### config.mk
export PLATFORM = sky130hd
export DESIGN_NAME = polyev_csr
export DESIGN_NICKNAME = d
export VERILOG_FILES = /design/src/hw/rtl/polyev_pkg.sv /design/src/hw/rtl/polyev_csr.sv
export SDC_FILE = /design/constraint.sdc
export NUM_CORES = 1
export LEC_CHECK = 0
export ABC_AREA = 1
export BUFFER_PORTS_ARGS = -buffer_cell sky130_fd_sc_hd__buf_2
export CORE_ASPECT_RATIO = 0.7
export CORE_MARGIN = 2
export CORE_UTILIZATION = 30
export DETAILED_ROUTE_END_ITERATION = 12
export SYNTH_ARGS = -nofsm -noshare
export SYNTH_HDL_FRONTEND = slang
export SYNTH_SLANG_ARGS = --single-unit
### constraint.sdc
create_clock -name clock -period 1.9 [get_ports clock]
set_clock_uncertainty 0.2 [all_clocks]
set_input_delay 0.19 -clock clock [delete_from_list [all_inputs] [get_ports clock]]
set_output_delay 0.19 -clock clock [all_outputs]
set_load 0.01 [all_outputs]
### src/hw/rtl/polyev_pkg.sv
// shared types and constants for the polynomial evaluator
`timescale 1ns / 1ps
`default_nettype none

package polyev_pkg;

   localparam int MAX_TERMS  = 7;
   localparam int FRAC_BITS  = 16;
   localparam int ACC_W      = 32;
   localparam int X_W        = 24;
   localparam int TERMS_W    = 3;
   localparam int CSR_IDX_W  = 3;
   localparam int CSR_DATA_W = 32;

   // number of horner steps after the leading coefficient
   localparam int STEPS = MAX_TERMS - 1;

   // datapath widths
   localparam int PROD_W = ACC_W + X_W;
   localparam int RSUM_W = PROD_W + 1;
   localparam int RND_W  = RSUM_W - FRAC_BITS;
   localparam int TOT_W  = ((RND_W > ACC_W) ? RND_W : ACC_W) + 1;

   localparam int COEFF_IDX_W = (MAX_TERMS > 1) ? $clog2(MAX_TERMS) : 1;

   // register map
   localparam logic [CSR_IDX_W-1:0] REG_TERMS      = CSR_IDX_W'(0);
   localparam logic [CSR_IDX_W-1:0] REG_COEFF_BASE = CSR_IDX_W'(1);

   typedef logic signed [ACC_W-1:0] coeff_type;
   typedef coeff_type [MAX_TERMS-1:0] coeff_array_type;

   typedef struct packed {
      logic [TERMS_W-1:0] terms;
      coeff_array_type    coeffs;
   } cfg_type;

   typedef struct packed {
      logic signed [X_W-1:0] sample_x;
      logic                  batch_end_in;
   } req_type;

   typedef struct packed {
      logic signed [ACC_W-1:0] value_y;
      logic                    overflowed;
      logic                    batch_end_out;
   } rsp_type;

   // one sample moving down the horner chain
   typedef struct packed {
      logic [ACC_W-1:0]   acc;
      logic [X_W-1:0]     x;
      logic [TERMS_W-1:0] terms;
      logic               ovf;
      logic               last;
   } stage_type;

endpackage

`default_nettype wire

### src/hw/rtl/polyev_csr.sv
// configuration registers: term count and coefficients
`timescale 1ns / 1ps
`default_nettype none

module polyev_csr (
   input  wire logic                             clock,
   input  wire logic                             reset,
   input  wire logic                             csr_we,
   input  wire logic [polyev_pkg::CSR_IDX_W-1:0]  csr_index,
   input  wire logic [polyev_pkg::CSR_DATA_W-1:0] csr_wdata,
   output polyev_pkg::cfg_type                   cfg
);
   import polyev_pkg::*;

   logic [TERMS_W-1:0]   terms_ff, terms_in;
   coeff_array_type      coeffs_ff, coeffs_in;
   logic [CSR_IDX_W-1:0] coeff_sel;

   assign coeff_sel = csr_index - REG_COEFF_BASE;

   always_comb begin
      terms_in  = terms_ff;
      coeffs_in = coeffs_ff;
      if (csr_we) begin
         if (csr_index == REG_TERMS) begin
            terms_in = csr_wdata[TERMS_W-1:0];
         end else if (32'(coeff_sel) < 32'(MAX_TERMS)) begin
            coeffs_in[coeff_sel[COEFF_IDX_W-1:0]] = csr_wdata[ACC_W-1:0];
         end
      end
   end

   always_ff @(posedge clock) begin
      if (reset) begin
         terms_ff  <= TERMS_W'(1);
         coeffs_ff <= '0;
      end else begin
         terms_ff  <= terms_in;
         coeffs_ff <= coeffs_in;
      end
   end

   assign cfg.terms  = terms_ff;
   assign cfg.coeffs = coeffs_ff;

endmodule

`default_nettype wire

==> flow_summary.toml <==
[outcome]
status = "complete, no violations"

[synthesis]
synth-simple-area-share_pct = 40.9
synth_area_sq_mm = 0.00860
yosysUniqueCellTypes = 18
synth-compound-area-share_pct = 0.320
syn_nets = 1296
synth_xor_area_share_pct = 0
synth-seq-cells = 227
synth_top_family_by_area = "simple AND/OR/NAND/NOR gates"
muxShareOfSynthArea_pct = 0
yosysSeqAreaShare_pct = 52.8
syn_area_per_cell_sq_um = 6.85
synthCells = 1256
synthAdderAreaFrac_pct = 0.291
yosys_warnings = 0

[floorplanning]
start_util_pct = 30.7
num_rows = 51
dieArea_sq_mm = 0.0301
core_sq_mm = 0.0280
chipHeight_microns = 146
die_w_microns = 206
ios = 265

[clock_network]
numClockSinks = 227
post-cts-setup-buffers = 0
cts.htree.levels = 1
clk_latency_ns = 0.52
clock_path_buffers = 3
root_buffer = "clkbuf_16"
clkTransAtPathRegs_ns = 0.06
cts_made_buffers = 24
cts_tree = "yes"

[global_route]
use_met3_pct = 6.00
grt_first_pass_wirelength_mm = 41.1
overflow = 0
grtUsageTotal_pct = 17.3
grt_start_max_net_pins = 61
top_usage_layer = "met2"
met2_usage_pct = 25.5
antenna_found_initial = 0
grt_pass1_vias = 7438
met1_usage_pct = 24.1

[pwr]
p_total_w = 0.0111
p_per_area_mw_per_mm2 = 963
power_leakage_nw = 5.73
ir_drop_mv = 0.479

[layout]
drive_above_1_share_pct = 21.6
num_antenna_cells = 0
num-fill-cells = 2925
seq_area_sq_mm = 0.00454
area_delta_synth_final_pct = 34.4
multi_input_area_sq_mm = 0.00358
fin_nets = 1576

[placed_design]
hpwl_mm = 18.4
numPortBuffers = 264
place.gp.congestion = 0.794

[sta]
fmax_mhz = 549
slew_violations = 0
period_minus_slack_ns = 1.82
rsz0062_at_grt = "no"
hold_viol = 0
period_share_pct = 95.9
slew_headroom_pct = 70.4
tightest_slew_ns = 0.444
hold_ws_ns = 0.155
setup_viol = 0
setup_tns_ns = 0

[setup_path]
worstSetupPathType = "input pin to flop"
worstPathArrival_ns = 2.03
end_kind = "flop"
cp.required_ns = 2.10
cp-start-kind = "input pin"
path_max_fanout = 36

[drt]
ant_nets = 0
drt_pass1_iterations = 5
drtIter0Drc = 467
via_per_inst = 4.33
wl_mm = 26.7
vias = 8322
post_drt_wl_per_cell_microns = 13.9
drc_errors = 0

[worst_hold_path]
hold_class = "input pin to flop"

[run]
drv_cap = 0
==> through the flow <==
stage	instance area (sq um)	utilization (%)	worst slack (ns)	instances
after floorplan	8600	-	0.248	1256
after global routing	11600	41.3	0.0175	1923
after global placement	10400	37.0	0.0342	1844
final	11600	41.3	0.0779	1923
after CTS	11500	41.2	0.0658	1923
after detailed placement	10400	37.0	0.0175	1844
==> cells by family after synthesis <==
kind of cell,Yosys count
and+or+nand+nor,916
DFF,227
buffers and inverters,106
AOI/OAI and AO/OA,5
adders and majority gates,2
==> flip-flops by register name, summed over array words and instances (netlist names) <==
| name | cells |
|---|---|
| terms_ff | 3 |
| cfg | 224 |
==> worst paths after layout <==
path               start          end  slack (ns)  depth (start not counted)
min               csr_we     cfg[222]        0.15                          6
min reg2reg      cfg[37]      cfg[37]        0.28                          2
max reg2reg  terms_ff[0]  terms_ff[0]        0.56                          3
max                reset  terms_ff[0]        0.08                          6
==> what timing repair did <==
action | CTS | global route
setup endpoints to repair | 0 | 1
gates resized for setup | 0 | 3
endpoints found under the hold margin | 219 | 0
hold buffers | 37 | 0
==> cell type report <==
class                           instances  share of cell area [%]
Timing Repair Buffer                  321                    17.5
Clock buffer                           33                    6.02
Tap cell                              371                    4.02
Inverter                               39                    1.31
Sequential cell                       227                    39.3
Clock inverter                          9                   0.877
Multi-Input combinational cell        923                    30.9
==> power breakdown <==
part | internal [W] | switching [W] | leakage [nW] | total, W
Clock | 0.00283 | 0.00197 | 0.394 | 0.00479
Sequential | 0.00497 | 0.000110 | 1.84 | 0.00508
Combinational | 0.000487 | 0.000768 | 3.49 | 0.00126
==> Yosys cell counts <==
master	n	area (sq um)
inv_1	37	139
buf_2	32	160
nand3_1	5	25.0
nor2_4	7	78.8
ha_1	2	25.0
nand2_2	1	6.26
buf_4	12	90.1
nand3_4	1	17.5
buf_1	22	82.6
inv_2	2	7.51
dfxtp_1	227	4540
o211ai_1	1	7.51
nand2_1	453	1700
o21ai_0	2	10.0
clkbuf_1	1	3.75
nand3_2	1	10.0
a21oi_1	2	10.0
nor2_1	448	1680
==> critical path, stage by stage <==
cell and delay, ns:
dlygate4sd3_1 0.53, buf_2 0.15, inv_6 0.22, buf_12 0.23
o211ai_1 0.11, dlygate4sd3_1 0.58
==> cells in the final DEF (no fill, tap or decap) <==
cell / count
nand2_1: 453
nor2_1: 448
buf_2: 264
dfxtp_1: 227
dlygate4sd3_1: 37
inv_1: 36
clkbuf_16: 25
buf_12: 14
nor2_4: 7
clkinv_2: 5
buf_4: 5
nand3_1: 4
clkbuf_1: 4
clkbuf_8: 4
o21ai_0: 2
a21oi_1: 2
inv_2: 2
nand3_2: 2
ha_1: 2
bufinv_16: 2
nand2_2: 1
nand3_4: 1
inv_6: 1
o211ai_1: 1
clkinvlp_4: 1
clkinv_4: 1
buf_8: 1
==> per-layer routing <==
layer	part of all wire, %	routed length (microns)	vias to the layer above
met4	2.0	526	0
met5	0	0	-
li1	-	-	4280
met1	47	12500	3727
met2	41	11000	276
met3	9.9	2660	39
(Power assumes the default switching activity.)
