==> config.mk <==
export PLATFORM = sky130hd
export DESIGN_NAME = polyev_step
export DESIGN_NICKNAME = d
export VERILOG_FILES = /design/src/hw/rtl/polyev_pkg.sv /design/src/hw/rtl/polyev_step.sv
export SDC_FILE = /design/constraint.sdc
export NUM_CORES = 2
export LEC_CHECK = 0
export BUFFER_PORTS_ARGS = -buffer_cell sky130_fd_sc_hd__clkbuf_2
export CORE_UTILIZATION = 55
export DETAILED_ROUTE_END_ITERATION = 10
export PLACE_DENSITY = 0.78
export SLEW_MARGIN = 15
export SYNTH_ARGS = -nofsm -noshare
export SYNTH_HDL_FRONTEND = slang
export SYNTH_SLANG_ARGS = --single-unit
==> constraint.sdc <==
create_clock -name clock -period 7.45 [get_ports clock]
set_clock_uncertainty 0.15 [all_clocks]
set_input_delay 1.49 -clock clock [delete_from_list [all_inputs] [get_ports clock]]
set_output_delay 1.49 -clock clock [all_outputs]
set_load 0.02 [all_outputs]
==> src/hw/rtl/polyev_pkg.sv <==
// shared types and constants for the polynomial evaluator
`timescale 1ns / 1ps
`default_nettype none

package polyev_pkg;

   localparam int MAX_TERMS  = 7;
   localparam int FRAC_BITS  = 16;
   localparam int ACC_W      = 32;
   localparam int X_W        = 24;
   localparam int TERMS_W    = 3;
   localparam int CSR_IDX_W  = 3;
   localparam int CSR_DATA_W = 32;

   // number of horner steps after the leading coefficient
   localparam int STEPS = MAX_TERMS - 1;

   // datapath widths
   localparam int PROD_W = ACC_W + X_W;
   localparam int RSUM_W = PROD_W + 1;
   localparam int RND_W  = RSUM_W - FRAC_BITS;
   localparam int TOT_W  = ((RND_W > ACC_W) ? RND_W : ACC_W) + 1;

   localparam int COEFF_IDX_W = (MAX_TERMS > 1) ? $clog2(MAX_TERMS) : 1;

   // register map
   localparam logic [CSR_IDX_W-1:0] REG_TERMS      = CSR_IDX_W'(0);
   localparam logic [CSR_IDX_W-1:0] REG_COEFF_BASE = CSR_IDX_W'(1);

   typedef logic signed [ACC_W-1:0] coeff_type;
   typedef coeff_type [MAX_TERMS-1:0] coeff_array_type;

   typedef struct packed {
      logic [TERMS_W-1:0] terms;
      coeff_array_type    coeffs;
   } cfg_type;

   typedef struct packed {
      logic signed [X_W-1:0] sample_x;
      logic                  batch_end_in;
   } req_type;

   typedef struct packed {
      logic signed [ACC_W-1:0] value_y;
      logic                    overflowed;
      logic                    batch_end_out;
   } rsp_type;

   // one sample moving down the horner chain
   typedef struct packed {
      logic [ACC_W-1:0]   acc;
      logic [X_W-1:0]     x;
      logic [TERMS_W-1:0] terms;
      logic               ovf;
      logic               last;
   } stage_type;

endpackage

`default_nettype wire

==> src/hw/rtl/polyev_step.sv <==
// one horner step: multiply stage, then round, add coefficient and saturate
`timescale 1ns / 1ps
`default_nettype none

module polyev_step (
   input  wire logic                           clock,
   input  wire logic                           reset,
   input  wire logic [polyev_pkg::TERMS_W-1:0] step_idx,
   input  wire polyev_pkg::coeff_type          coeff,
   input  wire logic                           in_valid,
   input  wire polyev_pkg::stage_type          in_tok,
   output logic                                out_valid,
   output polyev_pkg::stage_type               out_tok
);
   import polyev_pkg::*;

   // stage a: product
   logic                     a_valid_ff;
   stage_type                a_tok_ff;
   logic signed [PROD_W-1:0] prod_ff, prod_in;

   // stage b: rounded sum
   logic                  b_valid_ff;
   stage_type             b_tok_ff, b_tok_in;
   logic [RSUM_W-1:0]     rsum;
   logic [RND_W-1:0]      rnd;
   logic [TOT_W-1:0]      total;
   logic                  sat_hit;
   logic [ACC_W-1:0]      sat_val;
   logic                  active;

   localparam logic [RSUM_W-1:0] ROUND_HALF = RSUM_W'(1) << (FRAC_BITS - 1);

   assign prod_in = $signed(in_tok.acc) * $signed(in_tok.x);

   always_ff @(posedge clock) begin
      if (reset) begin
         a_valid_ff <= 1'b0;
      end else begin
         a_valid_ff <= in_valid;
      end
   end

   always_ff @(posedge clock) begin
      a_tok_ff <= in_tok;
      prod_ff  <= prod_in;
   end

   always_comb begin
      // round half up, then floor by dropping the fraction bits
      rsum    = {prod_ff[PROD_W-1], prod_ff} + ROUND_HALF;
      rnd     = rsum[RSUM_W-1:FRAC_BITS];
      total   = {{(TOT_W-RND_W){rnd[RND_W-1]}}, rnd}
              + {{(TOT_W-ACC_W){coeff[ACC_W-1]}}, coeff};
      // out of range when the bits above the result sign disagree with it
      sat_hit = (total[TOT_W-1:ACC_W-1] != {(TOT_W-ACC_W+1){1'b0}}) &&
                (total[TOT_W-1:ACC_W-1] != {(TOT_W-ACC_W+1){1'b1}});
      if (!sat_hit) begin
         sat_val = total[ACC_W-1:0];
      end else if (total[TOT_W-1]) begin
         sat_val = {1'b1, {(ACC_W-1){1'b0}}};
      end else begin
         sat_val = {1'b0, {(ACC_W-1){1'b1}}};
      end
      active   = step_idx < a_tok_ff.terms;
      b_tok_in = a_tok_ff;
      if (active) begin
         b_tok_in.acc = sat_val;
         b_tok_in.ovf = a_tok_ff.ovf | sat_hit;
      end
   end

   always_ff @(posedge clock) begin
      if (reset) begin
         b_valid_ff <= 1'b0;
      end else begin
         b_valid_ff <= a_valid_ff;
      end
   end

   always_ff @(posedge clock) begin
      b_tok_ff <= b_tok_in;
   end

   assign out_valid = b_valid_ff;
   assign out_tok   = b_tok_ff;

endmodule

`default_nettype wire

==> flow_metrics.tcl <==
set metrics [dict create \
    status "complete, but fails checks" \
    violations "negative setup slack" \
    ant_nets 0 \
    layout_setup_ws_ns -0.121 \
    critical_path_class "in2reg" \
    holdBufCountCts 0 \
    endpoint_kind "flop" \
    async_flop_share_pct 0 \
    ys.warnings.count 0 \
    fin_nets 5076 \
    cp_num_buf_inv 7 \
    final_hold_viol_count 0 \
    critPathRequiredTime_ns 7.75 \
    synthFlopType "dfxtp_1" \
    maxSlewHeadroom_pct 39.9 \
    period_minus_slack_ns 7.57 \
    area_delta_synth_final_pct 19.4 \
    cpPeakStageDelay_ns 0.52 \
    r2r_cells 19 \
    cp-start-kind "primary input" \
    grt_pass1_wl_mm 152 \
    avgSynthCellArea_um2 9.38 \
    start_util_pct 55.6 \
    critPathMaxFanout 10 \
    worstHoldPathCells 0 \
    timing.rr.end "out_tok[37]" \
    io_buffers 160 \
    cts_tree "built" \
    r2r-start "prod_ff[17]" \
    synth-edff-count 0 \
    drtIter0Drc 2116 \
    cp_slowest_cell "fa_1" \
    drc_errors 0 \
    grt_pass1_vias 29000 \
    vias_per_cell 5.51 \
    clock_sinks 165 \
    worstPathArrival_ns 7.87 \
    cts_buffer_depth 2 \
    cp_top_family "adder cells" \
    antenna_found_initial 3 \
    yosys-top-cells-area "fa_1, dfxtp_1, inv_1, ha_1, and2_1" \
    clkSlewWorstSetupHoldPaths_ns 0.08 \
    tns_ns -0.671 \
    rsz0062_at_grt "yes" \
    synth_seq_area_share_pct 9.84 \
    h-tree-depth 4 \
    wl_per_cell_um 20.2 \
    syn_nets 4653 \
    dieArea_um2 62000 \
    critPathCapture "prod_ff[50]" \
    hold_slack_ns 0.180 \
    place_congestion 0.959 \
    yosysUniqueCellTypes 79 \
    ff2ff_setup_slack_ns 1.19 \
    grt_use_total_pct 31.9 \
    synth_top_cell_area_share_pct 46.7 \
    cp_cell_sequence "buf_6 > bufbuf_16 > and2_1 > fa_1 > inv_1 > fa_1 > fa_1 > fa_1 > inv_1 > fa_1 > fa_1 > inv_1 > fa_1 > inv_1 > ha_1 > or3_4 > a211oi_4 > buf_4 > and4_4 > nor3_4 > o21ba_4 > or4_1 > nand3_1" \
    grt_max_degree 63 \
    fp-row-count 90 \
    wirelength_mm 97.1 \
    synth_top_area_cell "fa_1" \
    synthCells 3581 \
    crit_cells 23 \
    setup_viol 15 \
    tightest_slew_ns 0.901 \
    drv_slew 0 \
    clock_latency_ns 0.52 \
    period_share_pct 102 \
    core_area_um2 60400 \
    ioPinCount 161 \
    first_pass_iters 7 \
    num_vias 26500 \
    die_h_um 249 \
    cp-startpoint "in_tok[15]" \
    syn_area_um2 33600 \
    die_w_um 249 \
    max_freq_mhz 132 \
    crit_top_cell "fa_1" \
    cts-root-buf "clkbuf_16" \
    maxCapViolCount 0 \
    numCtsBuffers 17 \
    hold_path.class "reg2reg" \
    synth_seq_cells 165 \
    drive_gt1_share_pct 20.3 \
    grt_overflow_total 0 \
    hpwl_mm 75.9 \
]
## logic make-up after synthesis
logic type | count (synthesis) | synth area share (%)
xor gates and xnor gates | 121 | 3.18
AOI/OAI and AO/OA | 298 | 6.23
and+or+nand+nor | 1084 | 16.0
adders and majority gates | 973 | 53.8
muxes | 4 | 0.127
buffers and inverters | 936 | 10.8
DFF | 165 | 9.84
## worst min path at each step
stage	to	slack (ns)	startpoint
detailed placement	out_tok[26]	0.16	a_tok_ff[26]
global placement	out_tok[26]	0.16	a_tok_ff[26]
CTS	out_tok[12]	0.18	a_tok_ff[12]
global route	out_tok[11]	0.19	a_tok_ff[11]
floorplan	out_tok[0]	0.16	a_tok_ff[0]
finish	out_tok[26]	0.18	a_tok_ff[26]
## routing by layer
metal | routed length (um) | GRT usage, %
met1 | 34700 | 37.7
met2 | 47400 | 54.0
met3 | 8660 | 5.99
met4 | 6310 | 19.7
met5 | 14 | 0
## synthesized netlist by cell type, types with 6 or more instances
library cell and instances:
fa_1 783, inv_1 765, nand2_1 479, and2_1 362, ha_1 190, dfxtp_1 165, clkbuf_1 141, xnor2_1 83
nor2_1 81, a21oi_1 78, o21ai_0 45, a21o_1 40, xor2_1 37, nand3_1 34, nand4_1 25, and3_1 19
o311ai_1 18, nor3_1 17, o21a_1 16, nor2b_1 15, o21bai_1 13, nand2b_1 12, buf_6 10, a211oi_1 9
a31oi_1 9, o311ai_2 8, buf_2 7, o211ai_1 7, and4_1 6
## layout make-up
| class | count | area (um2) |
|---|---|---|
| Antenna cell | 2 | 5.00 |
| Clock buffer | 18 | 429 |
| Clock inverter | 14 | 179 |
| Fill cell | 4414 | 20300 |
| Inverter | 766 | 2880 |
| Multi-Input combinational cell | 2480 | 27400 |
| Sequential cell | 165 | 3300 |
| Tap cell | 782 | 978 |
| Timing Repair Buffer | 574 | 4940 |
## cell usage in the layout (no fill, tap or decap), drive strengths merged, types with 25 or more instances in the layout
master  instances
ha            190
nand3          36
buf           425
nor2           81
o21ai          51
nand4          25
xnor2          84
and2          362
o311ai         28
inv           772
a21oi          80
fa            783
clkbuf        166
xor2           37
dfxtp         165
a21o           40
nand2         480
## sequential cells by signal, indices dropped and copies added, names as in the netlist
name	cells
out_valid	1
a_tok_ff	61
a_valid_ff	1
prod_ff	41
out_tok	61
## worst register-to-register path: stages, from the launching register on
cell and delay [ns]:
dfxtp_1 0.38, and3_1 0.22, and3_1 0.20, and2_1 0.20, nor2b_1 0.30, nand2_1 0.23, nor4_1 0.51, and4_1 0.42
nand2_1 0.14, xnor2_1 0.14, ha_1 0.33, inv_1 0.12, nor4_1 0.47, a21boi_1 0.25, o211ai_2 0.19, nand3_2 0.15
xnor2_1 0.07, or4_1 0.50, o31a_2 0.63, o311ai_1 0.53
## per-stage QoR
step / cells / setup slack [ns] / util, % / area (um2)
5_1_grt: 4799 / -0.293 / 66.4 / 40100
4_1_cts: 4776 / -0.0646 / 65.2 / 39300
3_5_place_dp: 4721 / -0.905 / 63.1 / 38100
3_3_place_gp: 4721 / -0.790 / 63.1 / 38100
6_report: 4801 / -0.121 / 66.4 / 40100
2_1_floorplan: 3581 / -0.00372 / - / 34100
## repair_timing
action / CTS / global route
buffers inserted: 22 / 19
endpoints found under the setup margin: 21 / 29
resized for setup: 87 / 156
pin swaps: 59 / 50
cloned: 2 / 6
endpoints found under the hold margin: 0 / 0
Power is not shown: default switching activity piles up to over one toggle a cycle in this logic, so the estimate is an artifact.
